File: config.mk
export PLATFORM = sky130hd
export DESIGN_NAME = ppm_channel_ramp_brake_sequencer_unit_flat
export DESIGN_NICKNAME = d
export VERILOG_FILES = /design/src/rtl/ppmrb_pkg.sv /design/src/rtl/ppmrb_ifs.sv /design/src/rtl/ppmrb_step.sv /design/src/rtl/ppm_channel_ramp_brake_sequencer_unit.sv /design/src/flat_wrapper.sv
export SDC_FILE = /design/constraint.sdc
export NUM_CORES = 1
export LEC_CHECK = 0
export BUFFER_PORTS_ARGS = -buffer_cell sky130_fd_sc_hd__buf_4
export CAP_MARGIN = 10
export CORE_ASPECT_RATIO = 1.1
export CORE_UTILIZATION = 61
export CTS_CLUSTER_SIZE = 10
export DETAILED_ROUTE_END_ITERATION = 10
export PLACE_DENSITY_LB_ADDON = 0.15
export SLEW_MARGIN = 20
export SYNTH_ARGS = -nofsm -noshare
export SYNTH_HDL_FRONTEND = slang
export SYNTH_SLANG_ARGS = --single-unit
export TNS_END_PERCENT = 100
File: constraint.sdc
create_clock -name clk -period 22.1 [get_ports clk]
set_clock_uncertainty 0.2 [all_clocks]
set_input_delay 4.42 -clock clk [delete_from_list [all_inputs] [get_ports clk]]
set_output_delay 4.42 -clock clk [all_outputs]
set_load 0.1 [all_outputs]
File: src/rtl/ppmrb_pkg.sv
`timescale 1ns / 1ps

package ppmrb_pkg;

	localparam int unsigned NumChannelsDef = 8;
	localparam int unsigned NeutralDef     = 1500;

	localparam int unsigned ChW      = 3;
	localparam int unsigned ValW     = 12;
	localparam int unsigned OffW     = 11;
	localparam int unsigned StepW    = 8;
	localparam int unsigned WaitW    = 16;
	localparam int unsigned CfgIdxW  = 3;
	localparam int unsigned CfgDataW = 16;
	localparam int unsigned ValMax   = 4095;

	typedef enum logic [4:0] {
		PH_IDLE       = 5'b00001,
		PH_MOVE_RAMP  = 5'b00010,
		PH_MOVE_HOLD  = 5'b00100,
		PH_BRAKE_RAMP = 5'b01000,
		PH_BRAKE_HOLD = 5'b10000
	} phase_t;

	typedef enum logic {
		OP_TICK  = 1'b0,
		OP_START = 1'b1
	} op_t;

	typedef enum logic [CfgIdxW-1:0] {
		REG_MOVE_OFFSET      = 3'd0,
		REG_MOVE_STEP        = 3'd1,
		REG_MOVE_STEP_TICKS  = 3'd2,
		REG_MOVE_HOLD_TICKS  = 3'd3,
		REG_BRAKE_OFFSET     = 3'd4,
		REG_BRAKE_STEP       = 3'd5,
		REG_BRAKE_STEP_TICKS = 3'd6,
		REG_BRAKE_HOLD_TICKS = 3'd7
	} cfg_idx_t;

	typedef struct packed {
		logic [OffW-1:0]  offset;
		logic [StepW-1:0] step;
		logic [StepW-1:0] step_ticks;
		logic [WaitW-1:0] hold_ticks;
	} ramp_cfg_t;

	typedef struct packed {
		ramp_cfg_t move;
		ramp_cfg_t brake;
	} cfg_t;

	typedef struct packed {
		phase_t           phase;
		logic [ChW-1:0]   chan;
		logic [ValW-1:0]  value;
		logic [WaitW-1:0] wait_cnt;
		logic             dir_up;
		logic             brake_en;
	} seq_state_t;

	typedef struct packed {
		op_t            operation;
		logic [ChW-1:0] channel;
		logic           increase;
		logic           use_brake;
	} cmd_t;

	typedef struct packed {
		logic [ChW-1:0]  active_channel;
		logic [ValW-1:0] pulse_value;
		logic            busy_res;
		logic            sequence_done;
		logic            command_ignored;
	} res_t;

endpackage

File: src/rtl/ppmrb_ifs.sv
`timescale 1ns / 1ps

interface ppmrb_cmd_if;
	logic                      valid;
	logic                      ready;
	logic                      operation;
	logic [ppmrb_pkg::ChW-1:0] channel;
	logic                      increase;
	logic                      use_brake;
	modport source(output valid, operation, channel, increase, use_brake, input ready);
	modport sink(input valid, operation, channel, increase, use_brake, output ready);
endinterface

interface ppmrb_res_if;
	logic                       valid;
	logic                       ready;
	logic [ppmrb_pkg::ChW-1:0]  active_channel;
	logic [ppmrb_pkg::ValW-1:0] pulse_value;
	logic                       busy_res;
	logic                       sequence_done;
	logic                       command_ignored;
	modport source(output valid, active_channel, pulse_value, busy_res, sequence_done,
		command_ignored, input ready);
	modport sink(input valid, active_channel, pulse_value, busy_res, sequence_done,
		command_ignored, output ready);
endinterface

interface ppmrb_cfg_if;
	logic                           valid;
	logic                           ready;
	logic [ppmrb_pkg::CfgIdxW-1:0]  index;
	logic [ppmrb_pkg::CfgDataW-1:0] data;
	modport source(output valid, index, data, input ready);
	modport sink(input valid, index, data, output ready);
endinterface

File: src/rtl/ppmrb_step.sv
`timescale 1ns / 1ps

module ppmrb_step #(
	parameter int unsigned NumChannels  = ppmrb_pkg::NumChannelsDef,
	parameter int unsigned NeutralValue = ppmrb_pkg::NeutralDef
) (
	input  ppmrb_pkg::cfg_t       cfg,
	input  ppmrb_pkg::seq_state_t st,
	input  ppmrb_pkg::cmd_t       cmd,
	output ppmrb_pkg::seq_state_t st_nxt,
	output ppmrb_pkg::res_t       res
);

	localparam int unsigned ValW  = ppmrb_pkg::ValW;
	localparam int unsigned WaitW = ppmrb_pkg::WaitW;
	localparam logic [ValW-1:0] NeutralV = ValW'(NeutralValue);
	localparam logic [ValW:0]   ValMaxW  = (ValW+1)'(ppmrb_pkg::ValMax);
	localparam logic [4:0]      ChLimit  = 5'(NumChannels);

	typedef struct packed {
		logic [ValW-1:0]  value;
		logic [WaitW-1:0] wait_cnt;
		logic             to_hold;
	} ramp_res_t;

	// one ramp action; a zero step interval collapses the whole ramp onto the target
	function automatic ramp_res_t ramp(input logic [ValW-1:0] v, input logic up,
		input ppmrb_pkg::ramp_cfg_t rc);
		logic [ValW:0]   hi;
		logic [ValW-1:0] tgt;
		logic [ValW:0]   sum;
		logic            more;
		ramp_res_t       r;
		hi  = {1'b0, NeutralV} + (ValW+1)'(rc.offset);
		if (up) begin
			tgt = (hi > ValMaxW) ? {ValW{1'b1}} : hi[ValW-1:0];
		end else begin
			tgt = (NeutralV < ValW'(rc.offset)) ? '0 : NeutralV - ValW'(rc.offset);
		end
		more = up ? (v < tgt) : (v > tgt);
		if (rc.step != '0 && more && rc.step_ticks != '0) begin
			sum = {1'b0, v} + (ValW+1)'(rc.step);
			if (up) begin
				r.value = (sum > ValMaxW) ? {ValW{1'b1}} : sum[ValW-1:0];
			end else begin
				r.value = (v < ValW'(rc.step)) ? '0 : v - ValW'(rc.step);
			end
			r.wait_cnt = WaitW'(rc.step_ticks);
			r.to_hold  = 1'b0;
		end else begin
			r.value    = tgt;
			r.wait_cnt = rc.hold_ticks;
			r.to_hold  = 1'b1;
		end
		return r;
	endfunction

	ppmrb_pkg::phase_t ph;
	logic [ValW-1:0]   v;
	logic [WaitW-1:0]  w;
	logic              go;
	logic              done;
	logic              ign;
	ppmrb_pkg::seq_state_t nx;
	ramp_res_t         mr;
	ramp_res_t         br;

	always_comb begin
		nx   = st;
		ph   = st.phase;
		v    = st.value;
		w    = st.wait_cnt;
		go   = 1'b0;
		done = 1'b0;
		ign  = 1'b0;
		mr   = '0;
		br   = '0;
		if (cmd.operation == ppmrb_pkg::OP_START) begin
			if (ph != ppmrb_pkg::PH_IDLE || {2'b00, cmd.channel} >= ChLimit) begin
				ign = 1'b1;
			end else begin
				nx.chan     = cmd.channel;
				nx.dir_up   = cmd.increase;
				nx.brake_en = cmd.use_brake;
				ph          = ppmrb_pkg::PH_MOVE_RAMP;
				w           = '0;
				go          = 1'b1;
			end
		end else if (ph != ppmrb_pkg::PH_IDLE) begin
			if (w != '0) begin
				w = w - WaitW'(1);
			end
			go = (w == '0);
		end
		if (go && ph == ppmrb_pkg::PH_MOVE_RAMP) begin
			mr = ramp(v, nx.dir_up, cfg.move);
			v  = mr.value;
			w  = mr.wait_cnt;
			if (mr.to_hold) begin
				ph = ppmrb_pkg::PH_MOVE_HOLD;
			end
			go = (mr.wait_cnt == '0);
		end
		if (go && ph == ppmrb_pkg::PH_MOVE_HOLD) begin
			if (nx.brake_en) begin
				ph = ppmrb_pkg::PH_BRAKE_RAMP;
			end else begin
				v    = NeutralV;
				ph   = ppmrb_pkg::PH_IDLE;
				w    = '0;
				done = 1'b1;
				go   = 1'b0;
			end
		end
		if (go && ph == ppmrb_pkg::PH_BRAKE_RAMP) begin
			br = ramp(v, !nx.dir_up, cfg.brake);
			v  = br.value;
			w  = br.wait_cnt;
			if (br.to_hold) begin
				ph = ppmrb_pkg::PH_BRAKE_HOLD;
			end
			go = (br.wait_cnt == '0);
		end
		if (go && ph == ppmrb_pkg::PH_BRAKE_HOLD) begin
			v    = NeutralV;
			ph   = ppmrb_pkg::PH_IDLE;
			w    = '0;
			done = 1'b1;
		end
		nx.phase    = ph;
		nx.value    = v;
		nx.wait_cnt = w;
	end

	assign st_nxt              = nx;
	assign res.active_channel  = nx.chan;
	assign res.pulse_value     = nx.value;
	assign res.busy_res        = (nx.phase != ppmrb_pkg::PH_IDLE);
	assign res.sequence_done   = done;
	assign res.command_ignored = ign;

endmodule

File: src/rtl/ppm_channel_ramp_brake_sequencer_unit.sv
`timescale 1ns / 1ps

// channel   role    transfer when       payload
// cmd       sink    valid && ready      operation, channel, increase, use_brake
// res       source  valid && ready      active_channel, pulse_value, busy_res,
//                                       sequence_done, command_ignored
// cfg       sink    valid (ready is 1)  index, data
//
// One result per item; it passes the input register, then the result register, and a stalled result side can delay it.
// Input register, then one pass of sequence logic into the result register;
// a new item is taken every cycle while the result side keeps up.
// A stalled result holds; the input register still fills behind it.
// Reset puts every channel at neutral, the sequencer idle and the config registers at defaults.
// Only the active channel can leave neutral, so one value register holds it.

module ppm_channel_ramp_brake_sequencer_unit #(
	parameter int unsigned NUM_CHANNELS  = ppmrb_pkg::NumChannelsDef,
	parameter int unsigned NEUTRAL_VALUE = ppmrb_pkg::NeutralDef
) (
	input  logic   clk,
	input  logic   arst_n,
	ppmrb_cmd_if.sink   cmd,
	ppmrb_res_if.source res,
	ppmrb_cfg_if.sink   cfg
);

	localparam int unsigned ValW = ppmrb_pkg::ValW;

	ppmrb_pkg::cfg_t       cfg_q;
	ppmrb_pkg::seq_state_t st_q;
	ppmrb_pkg::seq_state_t st_nxt;
	ppmrb_pkg::cmd_t       cmd_s1;
	logic                  valid_s1;
	ppmrb_pkg::res_t       res_nxt;
	ppmrb_pkg::res_t       res_s2;
	logic                  valid_s2;
	logic                  advance;
	logic                  cmd_xfer;

	assign advance   = valid_s1 && (!valid_s2 || res.ready);
	assign cmd.ready = !valid_s1 || advance;
	assign cmd_xfer  = cmd.valid && cmd.ready;
	assign cfg.ready = 1'b1;

	always_ff @(posedge clk or negedge arst_n) begin
		if (!arst_n) begin
			cfg_q.move.offset      <= ppmrb_pkg::OffW'(200);
			cfg_q.move.step        <= ppmrb_pkg::StepW'(10);
			cfg_q.move.step_ticks  <= ppmrb_pkg::StepW'(10);
			cfg_q.move.hold_ticks  <= ppmrb_pkg::WaitW'(500);
			cfg_q.brake.offset     <= ppmrb_pkg::OffW'(100);
			cfg_q.brake.step       <= ppmrb_pkg::StepW'(10);
			cfg_q.brake.step_ticks <= ppmrb_pkg::StepW'(10);
			cfg_q.brake.hold_ticks <= ppmrb_pkg::WaitW'(200);
		end else if (cfg.valid) begin
			case (ppmrb_pkg::cfg_idx_t'(cfg.index))
				ppmrb_pkg::REG_MOVE_OFFSET:      cfg_q.move.offset      <= cfg.data[ppmrb_pkg::OffW-1:0];
				ppmrb_pkg::REG_MOVE_STEP:        cfg_q.move.step        <= cfg.data[ppmrb_pkg::StepW-1:0];
				ppmrb_pkg::REG_MOVE_STEP_TICKS:  cfg_q.move.step_ticks  <= cfg.data[ppmrb_pkg::StepW-1:0];
				ppmrb_pkg::REG_MOVE_HOLD_TICKS:  cfg_q.move.hold_ticks  <= cfg.data;
				ppmrb_pkg::REG_BRAKE_OFFSET:     cfg_q.brake.offset     <= cfg.data[ppmrb_pkg::OffW-1:0];
				ppmrb_pkg::REG_BRAKE_STEP:       cfg_q.brake.step       <= cfg.data[ppmrb_pkg::StepW-1:0];
				ppmrb_pkg::REG_BRAKE_STEP_TICKS: cfg_q.brake.step_ticks <= cfg.data[ppmrb_pkg::StepW-1:0];
				ppmrb_pkg::REG_BRAKE_HOLD_TICKS: cfg_q.brake.hold_ticks <= cfg.data;
				default: begin
				end
			endcase
		end
	end

	always_ff @(posedge clk or negedge arst_n) begin
		if (!arst_n) begin
			st_q.phase    <= ppmrb_pkg::PH_IDLE;
			st_q.chan     <= '0;
			st_q.value    <= ValW'(NEUTRAL_VALUE);
			st_q.wait_cnt <= '0;
			st_q.dir_up   <= 1'b0;
			st_q.brake_en <= 1'b0;
			valid_s1      <= 1'b0;
			valid_s2      <= 1'b0;
		end else begin
			if (advance) begin
				st_q <= st_nxt;
			end
			if (cmd_xfer) begin
				valid_s1 <= 1'b1;
			end else if (advance) begin
				valid_s1 <= 1'b0;
			end
			if (advance) begin
				valid_s2 <= 1'b1;
			end else if (res.ready) begin
				valid_s2 <= 1'b0;
			end
		end
	end

	// payload registers: load on transfer, hold otherwise
	always_ff @(posedge clk) begin
		if (cmd_xfer) begin
			cmd_s1.operation <= ppmrb_pkg::op_t'(cmd.operation);
			cmd_s1.channel   <= cmd.channel;
			cmd_s1.increase  <= cmd.increase;
			cmd_s1.use_brake <= cmd.use_brake;
		end
		if (advance) begin
			res_s2 <= res_nxt;
		end
	end

	ppmrb_step #(
		.NumChannels (NUM_CHANNELS),
		.NeutralValue(NEUTRAL_VALUE)
	) u_step (
		.cfg   (cfg_q),
		.st    (st_q),
		.cmd   (cmd_s1),
		.st_nxt(st_nxt),
		.res   (res_nxt)
	);

	assign res.valid           = valid_s2;
	assign res.active_channel  = res_s2.active_channel;
	assign res.pulse_value     = res_s2.pulse_value;
	assign res.busy_res        = res_s2.busy_res;
	assign res.sequence_done   = res_s2.sequence_done;
	assign res.command_ignored = res_s2.command_ignored;

endmodule

File: src/flat_wrapper.sv
// flat-port wrapper written by rule: the top's interface ports become plain ports
module ppm_channel_ramp_brake_sequencer_unit_flat 
#(
	parameter int unsigned NUM_CHANNELS  = ppmrb_pkg::NumChannelsDef,
	parameter int unsigned NEUTRAL_VALUE = ppmrb_pkg::NeutralDef
)
  (clk, arst_n, cmd_valid, cmd_operation, cmd_channel, cmd_increase, cmd_use_brake, cmd_ready, res_valid, res_active_channel, res_pulse_value, res_busy_res, res_sequence_done, res_command_ignored, res_ready, cfg_valid, cfg_index, cfg_data, cfg_ready);
  ppmrb_cmd_if cmd_i ();
  ppmrb_res_if res_i ();
  ppmrb_cfg_if cfg_i ();
  input  logic clk;
  input  logic arst_n;
  input wire logic [$bits(cmd_i.valid)-1:0] cmd_valid;
  input wire logic [$bits(cmd_i.operation)-1:0] cmd_operation;
  input wire logic [$bits(cmd_i.channel)-1:0] cmd_channel;
  input wire logic [$bits(cmd_i.increase)-1:0] cmd_increase;
  input wire logic [$bits(cmd_i.use_brake)-1:0] cmd_use_brake;
  output wire logic [$bits(cmd_i.ready)-1:0] cmd_ready;
  output wire logic [$bits(res_i.valid)-1:0] res_valid;
  output wire logic [$bits(res_i.active_channel)-1:0] res_active_channel;
  output wire logic [$bits(res_i.pulse_value)-1:0] res_pulse_value;
  output wire logic [$bits(res_i.busy_res)-1:0] res_busy_res;
  output wire logic [$bits(res_i.sequence_done)-1:0] res_sequence_done;
  output wire logic [$bits(res_i.command_ignored)-1:0] res_command_ignored;
  input wire logic [$bits(res_i.ready)-1:0] res_ready;
  input wire logic [$bits(cfg_i.valid)-1:0] cfg_valid;
  input wire logic [$bits(cfg_i.index)-1:0] cfg_index;
  input wire logic [$bits(cfg_i.data)-1:0] cfg_data;
  output wire logic [$bits(cfg_i.ready)-1:0] cfg_ready;
  assign cmd_i.valid = cmd_valid;
  assign cmd_i.operation = cmd_operation;
  assign cmd_i.channel = cmd_channel;
  assign cmd_i.increase = cmd_increase;
  assign cmd_i.use_brake = cmd_use_brake;
  assign cmd_ready = cmd_i.ready;
  assign res_valid = res_i.valid;
  assign res_active_channel = res_i.active_channel;
  assign res_pulse_value = res_i.pulse_value;
  assign res_busy_res = res_i.busy_res;
  assign res_sequence_done = res_i.sequence_done;
  assign res_command_ignored = res_i.command_ignored;
  assign res_i.ready = res_ready;
  assign cfg_i.valid = cfg_valid;
  assign cfg_i.index = cfg_index;
  assign cfg_i.data = cfg_data;
  assign cfg_ready = cfg_i.ready;
  ppm_channel_ramp_brake_sequencer_unit #(.NUM_CHANNELS(NUM_CHANNELS), .NEUTRAL_VALUE(NEUTRAL_VALUE)) u_core (.clk(clk), .arst_n(arst_n), .cmd(cmd_i), .res(res_i), .cfg(cfg_i));
endmodule
Yosys cells after proc, flatten, opt, wreduce, memory -nomap -nowiden

Index checks and enable logic that the tools add are counted.

Add/sub/neg operators: 9
Order comparisons: 12
Muxes and demuxes: 63
Reductions and logical operators: 33
Equality and inequality tests: 13

Operators by type and width:

| kind                                                 | count |
|---|---|
| two-way mux 12 bit                                   | 19 |
| two-way mux 16 bit                                   | 11 |
| two-way mux 29 bit                                   | 4 |
| logical NOT 16 bit                                   | 3 |
| two-way mux 5 bit                                    | 8 |
| nonzero test 8 bit                                   | 4 |
| adder 12 x 8 -> 13 bit                               | 2 |
| > comparator 13 x 12 -> 1 bit, second input constant | 2 |
| adder 11 x 11 -> 12 bit, first input constant        | 2 |
| > comparator 12 bit                                  | 2 |
| > comparator 12 bit, second input constant           | 2 |
| less-than comparator 12 bit                          | 2 |
| less-than comparator 12 x 8 -> 1 bit                 | 2 |
| subtractor 11 x 11 -> 12 bit, first input constant   | 2 |
| subtractor 12 x 8 -> 12 bit                          | 2 |
| less-than comparator 11 bit, first input constant    | 2 |
| two-way mux 1 bit                                    | 16 |
| AND reduction 2 bit                                  | 8 |
| nonzero test 16 bit                                  | 1 |
| subtractor 16 x 1 -> 16 bit, second input constant   | 1 |
| == test 3 bit, second input constant                 | 4 |
| logical AND 1 bit                                    | 10 |
| != test 5 x 1 -> 1 bit, second input constant        | 2 |
| == test 3 x 2 -> 1 bit, second input constant        | 2 |
| other kinds (12)                                     | 17 |

Input port bits: 30
Flip-flop bits (word level): 150

Longest topological paths before layout

Gate-level depths: netlist of run 1.

Depth after elaboration: 35
Mapped depth: 35
Gate-level depth less buffers: 33

Modules after synthesis

Synthesis of run 1 repeated with hierarchy kept, for this count alone.

Cells, all modules: 1280
Area total of the unflattened synthesis: 11810.1 um2

Modules (own cells, without submodules):

| module                                | instances | area each (um2) | cells each | seq. area each (um2) |
|---|---|---|---|---|
| ppmrb_step                            | 1         | 6263.5          | 975        | 0.0 |
| ppm_channel_ramp_brake_sequencer_unit | 1         | 5546.6          | 305        | 3912.5 |

Least setup slack after synthesis of run 1

OpenSTA, ideal clock, no wires.

Kind: input -> output
Start point: in res_ready
End point: out cmd_ready
Buffers on the path: 0
Cell stages on the path: 1
Setup slack: 12238 ps
Data arrival time: 5242 ps
Cell sequence: nand3b_1

Word-level cells in the longest chain between the ends: 3

RTL lines:

| element            | RTL line                                    | text |
|---|---|---|
| start: declaration | flat_wrapper.sv:25                          | `input wire logic [$bits(res_i.ready)-1:0] res_ready;` |
| logical OR 1 bit   | ppm_channel_ramp_brake_sequencer_unit.sv:40 | `assign advance = valid_s1 && (!valid_s2 \|\| res.ready);` |
| logical AND 1 bit  | ppm_channel_ramp_brake_sequencer_unit.sv:40 |  |
| logical OR 1 bit   | ppm_channel_ramp_brake_sequencer_unit.sv:41 | `assign cmd.ready = !valid_s1 \|\| advance;` |
| end: declaration   | flat_wrapper.sv:18                          | `output wire logic [$bits(cmd_i.ready)-1:0] cmd_ready;` |

Every way passes these cells.

==> results of run 1 <==
layer usage:
layer  part of all wire [%]  routed length, um
met5                      0                  0
met4                    5.2               1750
met3                    7.2               2410
met2                     47              15700
met1                     41              13800
per-stage QoR:
| step | setup slack, ns | std cells |
|---|---|---|
| floorplan | 12.24 | 1269 |
| global route | 11.57 | 1529 |
| detailed placement | 12.40 | 1497 |
| CTS | 12.35 | 1529 |
| finish | 12.03 | 1529 |
| global placement | 12.53 | 1497 |
state kept, by name (all words and copies together) (netlist names):
name,flops
u_core.cfg_q,86
u_core.cmd_s1,6
u_core.res.active_channel,3
u_core.res.busy_res,1
u_core.res.command_ignored,1
u_core.res.pulse_value,12
u_core.res.sequence_done,1
u_core.res.valid,1
u_core.st_q,38
u_core.valid_s1,1
worst max path at each step:
| stage | start | endpoint | slack [ns] | cells after the start |
|---|---|---|---|---|
| 4_1_cts | u_core.st_q[35] | u_core.res.pulse_value[11] | 12.35 | 27 |
| 2_1_floorplan | res_ready | cmd_ready | 12.24 | 1 |
| 3_3_place_gp | res_ready | cmd_ready | 12.53 | 3 |
| 6_report | u_core.st_q[35] | u_core.res.pulse_value[11] | 12.03 | 27 |
| 5_1_grt | u_core.st_q[35] | u_core.res.pulse_value[11] | 11.57 | 27 |
| 3_5_place_dp | u_core.st_q[35] | u_core.res.pulse_value[11] | 12.40 | 27 |
worst reg2reg max path, stage by stage (launching register included):
cell	delay, ns
dfrtp_1	0.49
or3_1	0.49
o21ai_1	0.48
nand2_1	0.65
a21oi_1	0.33
o21ai_0	0.09
o21ai_0	0.25
ha_1	0.32
a41o_1	0.24
a21oi_1	0.19
nor2_1	0.08
nor3_1	0.36
o21a_1	0.86
a21o_1	0.34
o2111a_1	0.48
a21oi_1	0.23
ha_1	0.36
nor2b_1	0.14
o21a_1	0.16
o21a_1	0.15
o21ai_0	0.24
a311o_1	0.23
a21o_1	0.69
and4_1	0.68
o211ai_1	0.22
nor3_4	0.51
a311o_1	0.26
nor2_1	0.07
area by class of cell:
class	instances	area share, %
Clock buffer	18	3.63
Timing Repair Buffer	62	3.75
Inverter	61	1.84
Multi-Input combinational cell	986	55.5
Clock inverter	14	1.37
Tap cell	238	2.40
Sequential cell	150	31.5
cell usage in the layout, fill, tap and decap left out, drive strengths merged, types with 6 or more instances in the layout:
| cell type | instances |
|---|---|
| mux2 | 82 |
| or3 | 17 |
| and3 | 9 |
| or4 | 10 |
| buf | 62 |
| o31ai | 13 |
| o22ai | 7 |
| o21ai | 89 |
| a21o | 22 |
| a22oi | 10 |
| and2 | 6 |
| nand3 | 21 |
| ha | 63 |
| a221oi | 13 |
| mux2i | 15 |
| nand2 | 128 |
| nand4b | 6 |
| nand2b | 20 |
| a21oi | 95 |
| nor2b | 11 |
| nor3 | 22 |
| a211o | 7 |
| a211oi | 11 |
| o221ai | 7 |
| o2111ai | 6 |
| or2 | 6 |
| a31oi | 25 |
| nor4 | 26 |
| dfstp | 31 |
| nand4 | 19 |
| nand3b | 6 |
| o211ai | 20 |
| a21boi | 6 |
| inv | 71 |
| dfrtp | 95 |
| o21a | 10 |
| nor2 | 87 |
| xnor2 | 14 |
| clkbuf | 18 |
| edfxtp | 24 |
power by group through the flow:
| stage | logic, W | registers, W | clock network (W) |
|---|---|---|---|
| 4_1_cts | 0.000498 | 0.000419 | 0.000311 |
| 3_3_place_gp | 0.000485 | 0.000423 | 0 |
| 5_1_grt | 0.000553 | 0.000430 | 0.000320 |
| 3_5_place_dp | 0.000493 | 0.000424 | 0 |
| 2_1_floorplan | 0.000378 | 0.000405 | 0 |
| 6_report | 0.000510 | 0.000423 | 0.000308 |
cell families after synthesis:
logic type,share of synthesized area [%]
AO/OA/AOI/OAI,23.8
XOR/XNOR,1.24
adder cells (fa/ha/maj),7.68
buffers and inverters,4.59
flip-flops,34.6
multiplexers,9.53
other,0.0332
AND/OR/NAND/NOR,18.5
==> impl_metrics.py, run 1 <==
metrics = {
    "global_route": {
        "antenna_found_initial": 0,
        "gr-usage-all-layers_pct": 35.8,
        "use_met1_pct": 45.7,
        "overflow": 0,
        "met3_usage_pct": 5.22,
        "gr-usage-met2_pct": 58.3,
        "grt_busiest_layer": "met2",
        "first_global_vias": 9487,
        "grt_pass1_wl_um": 52300,
        "grt_start_max_net_pins": 77,
    },
    "clock_network": {
        "htree_num_levels": 4,
        "clk_pin_slew_ns": 0.07,
        "cts_buffer_depth": 2,
        "clkSinkCount": 150,
        "cts_setup_buffers": 0,
        "cts_buffers": 17,
        "cts_resized": 0,
        "clk_latency_ns": 0.44,
        "cts_hold_buf": 0,
        "cts_tree": "yes",
        "cts_root_buffer": "clkbuf_16",
    },
    "worst_setup_path": {
        "end_kind": "flop",
        "cpLargestDelayFamily": "compound AO/OA/AOI/OAI gates",
        "timing.rr.start": "u_core.st_q[35]",
        "worstSetupPathType": "flop to flop",
        "r2r-end": "u_core.res.pulse_value[11]",
        "worstPathMaxFanout": 26,
        "worst-endpoint-required_ns": 22.08,
        "cpPeakStageDelay_ns": 0.86,
        "path_buf_inv": 0,
        "crit_path_start_kind": "flop",
        "reg2reg_slack_ns": 12.03,
        "arrival_ns": 10.05,
        "slowest_stage": "o21a_1",
        "rr_worst_depth": 27,
    },
    "timing": {
        "finalSetupTns_ns": 0,
        "finalSetupViolCount": 0,
        "fin_crit_ns": 10.07,
        "holdWs_ns": 0.283,
        "slew_viol_final": 0,
        "rsz0062_at_grt": "no",
        "fmax_mhz": 99.3,
        "fin_crit_sh_pct": 45.6,
        "finalHoldViolations": 0,
        "tightest_slew_ns": 1.09,
        "slew_headroom_pct": 26.7,
    },
    "finish": {
        "fillCellCount": 1480,
        "finalInstanceArea_um2": 12400,
        "fin_nets": 1375,
        "multiInputGateArea_um2": 6890,
        "drive_above_1_share_pct": 18.4,
        "final_core_utilization_pct": 69.2,
        "seqCellArea_um2": 3910,
        "antenna_cells": 0,
        "areaGrowthSynthToFinish_pct": 9.86,
    },
    "hold_path": {
        "hp-start": "u_core.st_q[31]",
        "hold_class": "flop to flop",
        "holdPathEnd": "u_core.st_q[31]",
        "min_path_cells": 2,
    },
    "logic_synthesis": {
        "synth_area_leaders": "dfrtp_1, mux2_2, dfstp_2",
        "synth_top_cell_by_area": "dfrtp_1",
        "syn_inst": 1269,
        "synthFlopType": "dfrtp_1",
        "netlist_area_um2": 11300,
        "ys_seq_area_share_pct": 34.6,
        "yosysTopAreaCellShare_pct": 21.0,
        "ys_types": 92,
        "yosys_warnings": 0,
        "ys_ff_latch": 150,
        "synth_most_common_cell": "nand2_1",
        "ys_async_sr_fraction_pct": 84.0,
        "synth_edf_count": 24,
        "synth_area_per_cell_um2": 8.91,
        "yosys-top-cells-count": "nand2_1, dfrtp_1, a21oi_1, nor2_1, o21ai_0",
        "syn_nets": 1366,
    },
    "place": {
        "place.port_buffers": 49,
        "dpl_cell_area_um2": 11800,
        "dp_hpwl_um": 24300,
        "routabilityCongestion": 1.02,
    },
    "floorplan": {
        "die_y_um": 145,
        "coreArea_um2": 17900,
        "rows": 51,
        "die-area_um2": 19100,
        "initial_utilization_pct": 63.0,
        "io_pins": 51,
        "fp.dieW_um": 132,
    },
    "power_and_ir_drop": {
        "combinationalPowerShare_pct": 41.1,
        "swShare_pct": 42.3,
        "power_leakage_nw": 5.21,
        "peakVddDrop_mv": 0.0670,
        "clkPwrFrac_pct": 24.8,
        "power.switching_w": 0.000526,
        "p_int_w": 0.000716,
        "sequentialPowerShare_pct": 34.1,
        "p_total_w": 0.00124,
        "p_per_area_nw_per_um2": 100,
    },
    "drt": {
        "drc_errors": 0,
        "drt-total-wl_um": 33700,
        "dr.pass1.iters": 6,
        "drtAntennaViolNets": 0,
        "wl_per_cell_um": 22.0,
        "vias": 10400,
        "drt_iter0_drc": 1100,
        "viasPerCell": 6.81,
    },
    "status": {
        "status": "complete, no violations",
    },
    "flow_run": {
        "drv_cap": 0,
    },
}
Power figures use the tool's default switching activity.
==> inputs of run 2 (changes only) <==
--- a/config.mk
+++ b/config.mk
@@ -8,7 +8,7 @@
 export BUFFER_PORTS_ARGS = -buffer_cell sky130_fd_sc_hd__buf_4
 export CAP_MARGIN = 10
 export CORE_ASPECT_RATIO = 1.1
-export CORE_UTILIZATION = 61
+export CORE_UTILIZATION = 57
 export CTS_CLUSTER_SIZE = 10
 export DETAILED_ROUTE_END_ITERATION = 10
 export PLACE_DENSITY_LB_ADDON = 0.15
==> constraint.sdc (replaced) <==
create_clock -name clk -period 8.2 [get_ports clk]
set_clock_uncertainty 0.2 [all_clocks]
set_input_delay 1.64 -clock clk [delete_from_list [all_inputs] [get_ports clk]]
set_output_delay 1.64 -clock clk [all_outputs]
set_load 0.1 [all_outputs]
==> impl_metrics.py, run 2 (synthesis gave the netlist of run 1 again) <==
metrics = {
    "finish": {
        "antenna_cells": 0,
        "drive_above_1_share_pct": 19.5,
        "areaGrowthSynthToFinish_pct": 11.3,
        "finalInstanceArea_um2": 12600,
        "max_flop_register": "u_core.cfg_q",
        "largest_reg_flops": 86,
        "final_common_cell": "nand2_1",
        "fin_nets": 1390,
        "fillCellCount": 1631,
        "final_cell_mix": "nand2_1, dfrtp_1, a21oi_1",
    },
    "clock_network": {
        "cts_buffers": 17,
        "cts_root_buffer": "clkbuf_16",
        "cts_tree": "yes",
        "clk_latency_ns": 0.44,
        "cts_buffer_depth": 2,
        "clkSinkCount": 150,
        "cts_hold_buf": 0,
        "cts_setup_buffers": 0,
        "htree_num_levels": 4,
        "clk_pin_slew_ns": 0.07,
        "cts_resized": 0,
    },
    "hold_path": {
        "min_path_cells": 2,
        "hp-start": "u_core.st_q[0]",
        "holdPathEnd": "u_core.st_q[0]",
        "hold_class": "flop to flop",
    },
    "drt": {
        "vias": 10300,
        "dr.pass1.iters": 6,
        "viasPerCell": 6.65,
        "drc_errors": 0,
        "wl_per_cell_um": 22.2,
        "drt-total-wl_um": 34500,
        "drt_iter0_drc": 919,
        "drtAntennaViolNets": 0,
    },
    "timing": {
        "tightest_slew_ns": 1.08,
        "finalSetupTns_ns": 0,
        "finalHoldViolations": 0,
        "fmax_mhz": 128,
        "slew_viol_final": 0,
        "slew_headroom_pct": 27.3,
        "finalSetupViolCount": 0,
        "fin_crit_sh_pct": 95.3,
        "fin_crit_ns": 7.81,
    },
    "floorplan": {
        "fp.dieW_um": 136,
        "die-area_um2": 20400,
        "coreArea_um2": 19300,
        "die_y_um": 150,
        "initial_utilization_pct": 58.6,
        "rows": 53,
        "io_pins": 51,
    },
    "global_route": {
        "overflow": 0,
        "antenna_found_initial": 0,
        "grt_start_max_net_pins": 76,
        "grt_pass1_wl_um": 54400,
        "gr-usage-all-layers_pct": 35.3,
        "first_global_vias": 9749,
    },
    "power_and_ir_drop": {
        "p_total_w": 0.00335,
        "peakVddDrop_mv": 0.160,
        "p_per_area_nw_per_um2": 267,
        "power_leakage_nw": 5.29,
    },
    "worst_setup_path": {
        "r2r-end": "u_core.st_q[29]",
        "end_kind": "flop",
        "cp-startpoint": "u_core.st_q[35]",
        "worst-endpoint-required_ns": 8.34,
        "timing.rr.start": "u_core.st_q[35]",
        "crit_path_start_kind": "flop",
        "worstPathMaxFanout": 12,
        "reg2reg_slack_ns": 0.39,
        "arrival_ns": 7.95,
        "worstSetupPathType": "flop to flop",
        "rr_worst_depth": 27,
    },
    "place": {
        "dpl_cell_area_um2": 11900,
        "place.port_buffers": 49,
        "routabilityCongestion": 1.03,
        "dp_hpwl_um": 25400,
    },
    "status": {
        "status": "complete, no violations",
    },
    "flow_run": {
        "drv_cap": 0,
    },
}
-- run 2: final cells by class --
class | instances | area [um^2] | share of cell area [%]
sequential | 150 | 3910 | 31.1
tap | 247 | 309 | 2.46
multi-input combinational | 986 | 6920 | 55.0
timing repair buffer | 77 | 582 | 4.63
clock buffer | 17 | 425 | 3.38
clock inverter | 15 | 201 | 1.60
inverter | 61 | 229 | 1.82
-- run 2: layer usage --
metal	vias to the layer above	track usage, %	share of wire, %	routed length [um]
met4	0	15.1	3.7	1270
met3	78	4.64	6.0	2070
met2	443	59.2	49	16900
met1	4996	45.4	41	14200
li1	4811	-	-	-
met5	-	0	0	0
-- run 2: per-stage QoR --
step           instances  worst slack (ns)  hold slack [ns]  util [%]
3_5_place_dp        1520             0.300            0.275      61.7
2_1_floorplan       1269             0.979            0.246         -
6_report            1553             0.386            0.287      65.2
5_1_grt             1553           -0.0353            0.317      65.2
4_1_cts             1552             0.280            0.292      64.9
3_3_place_gp        1520             0.230            0.258      61.7
-- run 2: where the power goes --
| group | internal [W] | leakage (nW) | switching (W) | total, W |
|---|---|---|---|---|
| sequential | 0.000928 | 1.72 | 0.000218 | 0.00115 |
| combinational | 0.000557 | 3.27 | 0.000830 | 0.00139 |
| clock | 0.000420 | 0.302 | 0.000399 | 0.000819 |
| total | 0.00190 | 5.29 | 0.00145 | 0.00335 |
-- run 2: worst max-delay path by stage --
stage	end	depth (start not counted)	slack, ns
4_1_cts	u_core.st_q[22]	29	0.28
3_5_place_dp	u_core.st_q[22]	29	0.30
2_1_floorplan	u_core.res.pulse_value[0]	34	0.98
5_1_grt	u_core.st_q[20]	31	-0.04
6_report	u_core.st_q[29]	27	0.39
3_3_place_gp	u_core.st_q[22]	29	0.23
-- run 2: critical path: stages (launching register included) --
cell and delay [ns]:
dfrtp_1 0.50, or3_1 0.48, o21ai_1 0.15, buf_4 0.16, nand3_1 0.22, o22a_1 0.28
a21oi_1 0.34, inv_1 0.08, ha_1 0.31, nand4_1 0.20, a211oi_1 0.32, o32ai_1 0.15
a211oi_1 0.72, a221oi_1 0.21, o21ai_0 0.61, ha_1 0.26, a21o_1 0.11, a21o_1 0.11
a21oi_1 0.06, or2_2 0.29, a311o_1 0.36, a21o_1 0.20, and4_1 0.20, buf_4 0.19
o211ai_1 0.30, nor3_4 0.13, a311o_1 0.34, o31ai_1 0.25
==> inputs of run 3 (changes only) <==
--- a/config.mk
+++ b/config.mk
@@ -7,8 +7,10 @@
 export LEC_CHECK = 0
 export BUFFER_PORTS_ARGS = -buffer_cell sky130_fd_sc_hd__buf_4
 export CAP_MARGIN = 10
+export CELL_PAD_IN_SITES_DETAIL_PLACEMENT = 1
+export CELL_PAD_IN_SITES_GLOBAL_PLACEMENT = 2
 export CORE_ASPECT_RATIO = 1.1
-export CORE_UTILIZATION = 57
+export CORE_UTILIZATION = 36
 export CTS_CLUSTER_SIZE = 10
 export DETAILED_ROUTE_END_ITERATION = 10
 export PLACE_DENSITY_LB_ADDON = 0.15
==> impl_metrics.py, run 3 (synthesis gave the netlist of run 1 again) <==
metrics = {
    "floorplan": {
        "rows": 67,
        "die_y_um": 188,
        "coreArea_um2": 30700,
        "io_pins": 51,
        "initial_utilization_pct": 36.8,
        "fp.dieW_um": 171,
        "die-area_um2": 32100,
    },
    "drt": {
        "vias": 10300,
        "dr.pass1.iters": 7,
        "drt_iter0_drc": 591,
        "viasPerCell": 5.96,
        "drt-total-wl_um": 41700,
        "drc_errors": 0,
        "drtAntennaViolNets": 0,
        "wl_per_cell_um": 24.2,
    },
    "finish": {
        "max_flop_register": "u_core.cfg_q",
        "largest_reg_flops": 86,
        "fillCellCount": 3643,
        "final_cell_mix": "nand2_1, dfrtp_1, a21oi_1",
        "seqCellArea_um2": 3910,
        "areaGrowthSynthToFinish_pct": 13.4,
        "antenna_cells": 0,
        "fin_nets": 1396,
        "multiInputGateArea_um2": 6950,
        "drive_above_1_share_pct": 20.5,
        "final_common_cell": "nand2_1",
    },
    "clock_network": {
        "cts_tree": "yes",
        "htree_num_levels": 4,
        "cts_buffers": 17,
        "cts_buffer_depth": 2,
        "clkSinkCount": 150,
        "cts_hold_buf": 0,
        "cts_root_buffer": "clkbuf_16",
        "clk_latency_ns": 0.46,
        "clk_pin_slew_ns": 0.07,
    },
    "hold_path": {
        "hold_class": "flop to flop",
        "min_path_cells": 2,
    },
    "timing": {
        "finalSetupTns_ns": 0,
        "holdWs_ns": 0.279,
        "slew_headroom_pct": 34.1,
        "tightest_slew_ns": 0.984,
        "rsz0062_at_grt": "no",
        "setup_slack_ns": 0.403,
        "finalSetupViolCount": 0,
        "fin_crit_ns": 7.80,
        "fin_crit_sh_pct": 95.1,
        "fmax_mhz": 128,
        "finalHoldViolations": 0,
        "slew_viol_final": 0,
    },
    "worst_setup_path": {
        "worstPathMaxFanout": 16,
        "crit_path_start_kind": "flop",
        "arrival_ns": 7.79,
        "worst-endpoint-required_ns": 8.19,
        "worstSetupPathType": "flop to flop",
        "end_kind": "flop",
        "rr_worst_depth": 27,
    },
    "global_route": {
        "antenna_found_initial": 1,
        "first_global_vias": 10500,
        "overflow": 0,
        "grt_start_max_net_pins": 74,
        "grt_pass1_wl_um": 64300,
        "gr-usage-all-layers_pct": 26.8,
    },
    "place": {
        "dp_hpwl_um": 30900,
        "routabilityCongestion": 0.948,
        "place.port_buffers": 49,
        "place_ws_ns": 0.138,
    },
    "power_and_ir_drop": {
        "power_leakage_nw": 5.31,
        "p_per_area_nw_per_um2": 265,
        "peakVddDrop_mv": 0.157,
    },
    "status": {
        "status": "complete, no violations",
    },
    "flow_run": {
        "drv_cap": 0,
    },
}
## run 3: cell type report
type / count / share of cell area (%)
repair buffers: 83 / 4.95
multi-input cells: 986 / 54.2
well taps: 414 / 4.04
clock inverters: 14 / 1.09
clock buffers: 18 / 3.35
inverters: 61 / 1.79
flip-flops and latches: 150 / 30.5
## run 3: layer usage
metal  up-vias  GRT usage, %  part of all wire [%]
li1       4803             -                     -
met1      5221          34.9                    45
met2       213          44.7                    49
met3        56          4.05                   3.5
met4         0          9.86                   3.0
met5         -             0                     0
## run 3: stage by stage
step	power [W]	area, um^2	cells	utilization, %
4_1_cts	0.00340	12700	1723	41.5
3_5_place_dp	0.00258	12200	1691	39.7
2_1_floorplan	0.00211	11300	1269	-
3_3_place_gp	0.00255	12200	1691	39.6
5_1_grt	0.00361	12800	1726	41.8
6_report	0.00340	12800	1726	41.8
## run 3: what timing repair did
action                                  CTS  global route
gates resized for setup                   0            12
endpoints found under the setup margin    0            25
setup buffers                             0             2
## run 3: worst paths after layout
kind                                             endpoint  slack, ns       startpoint
worst max-delay path            u_core.res.pulse_value[7]       0.40  u_core.st_q[35]
worst min-delay path                      u_core.st_q[32]       0.28  u_core.st_q[32]
worst max register to register  u_core.res.pulse_value[7]       0.40  u_core.st_q[35]
worst min register to register            u_core.st_q[32]       0.28  u_core.st_q[32]
max in group asynchronous                 u_core.cfg_q[4]       5.77           arst_n
min in group asynchronous                 u_core.cfg_q[5]       0.94           arst_n
## run 3: where the power goes
| group | internal, W | total, W | switching (W) |
|---|---|---|---|
| Combinational | 0.000564 | 0.00145 | 0.000886 |
| Sequential | 0.000928 | 0.00114 | 0.000215 |
| Clock | 0.000426 | 0.000805 | 0.000378 |
## run 3: critical path: stages (launching register included)
cell      delay [ns]
dfrtp_1         0.51
or3_1           0.50
o21ai_2         0.31
nand3_2         0.21
o221a_2         0.32
or2_2           0.31
ha_1            0.29
a41o_1          0.24
a21oi_1         0.16
nor2_1          0.09
nor3_2          0.27
o21a_1          0.19
buf_4           0.30
o22ai_1         0.15
o22a_1          0.34
or2_2           0.40
ha_1            0.33
nand4_1         0.16
or2_2           0.35
a311o_1         0.36
a21o_1          0.21
and4_1          0.18
buf_4           0.20
o211ai_1        0.33
nor3_4          0.13
clkbuf_4        0.21
a21oi_1         0.17
nand2_1         0.10
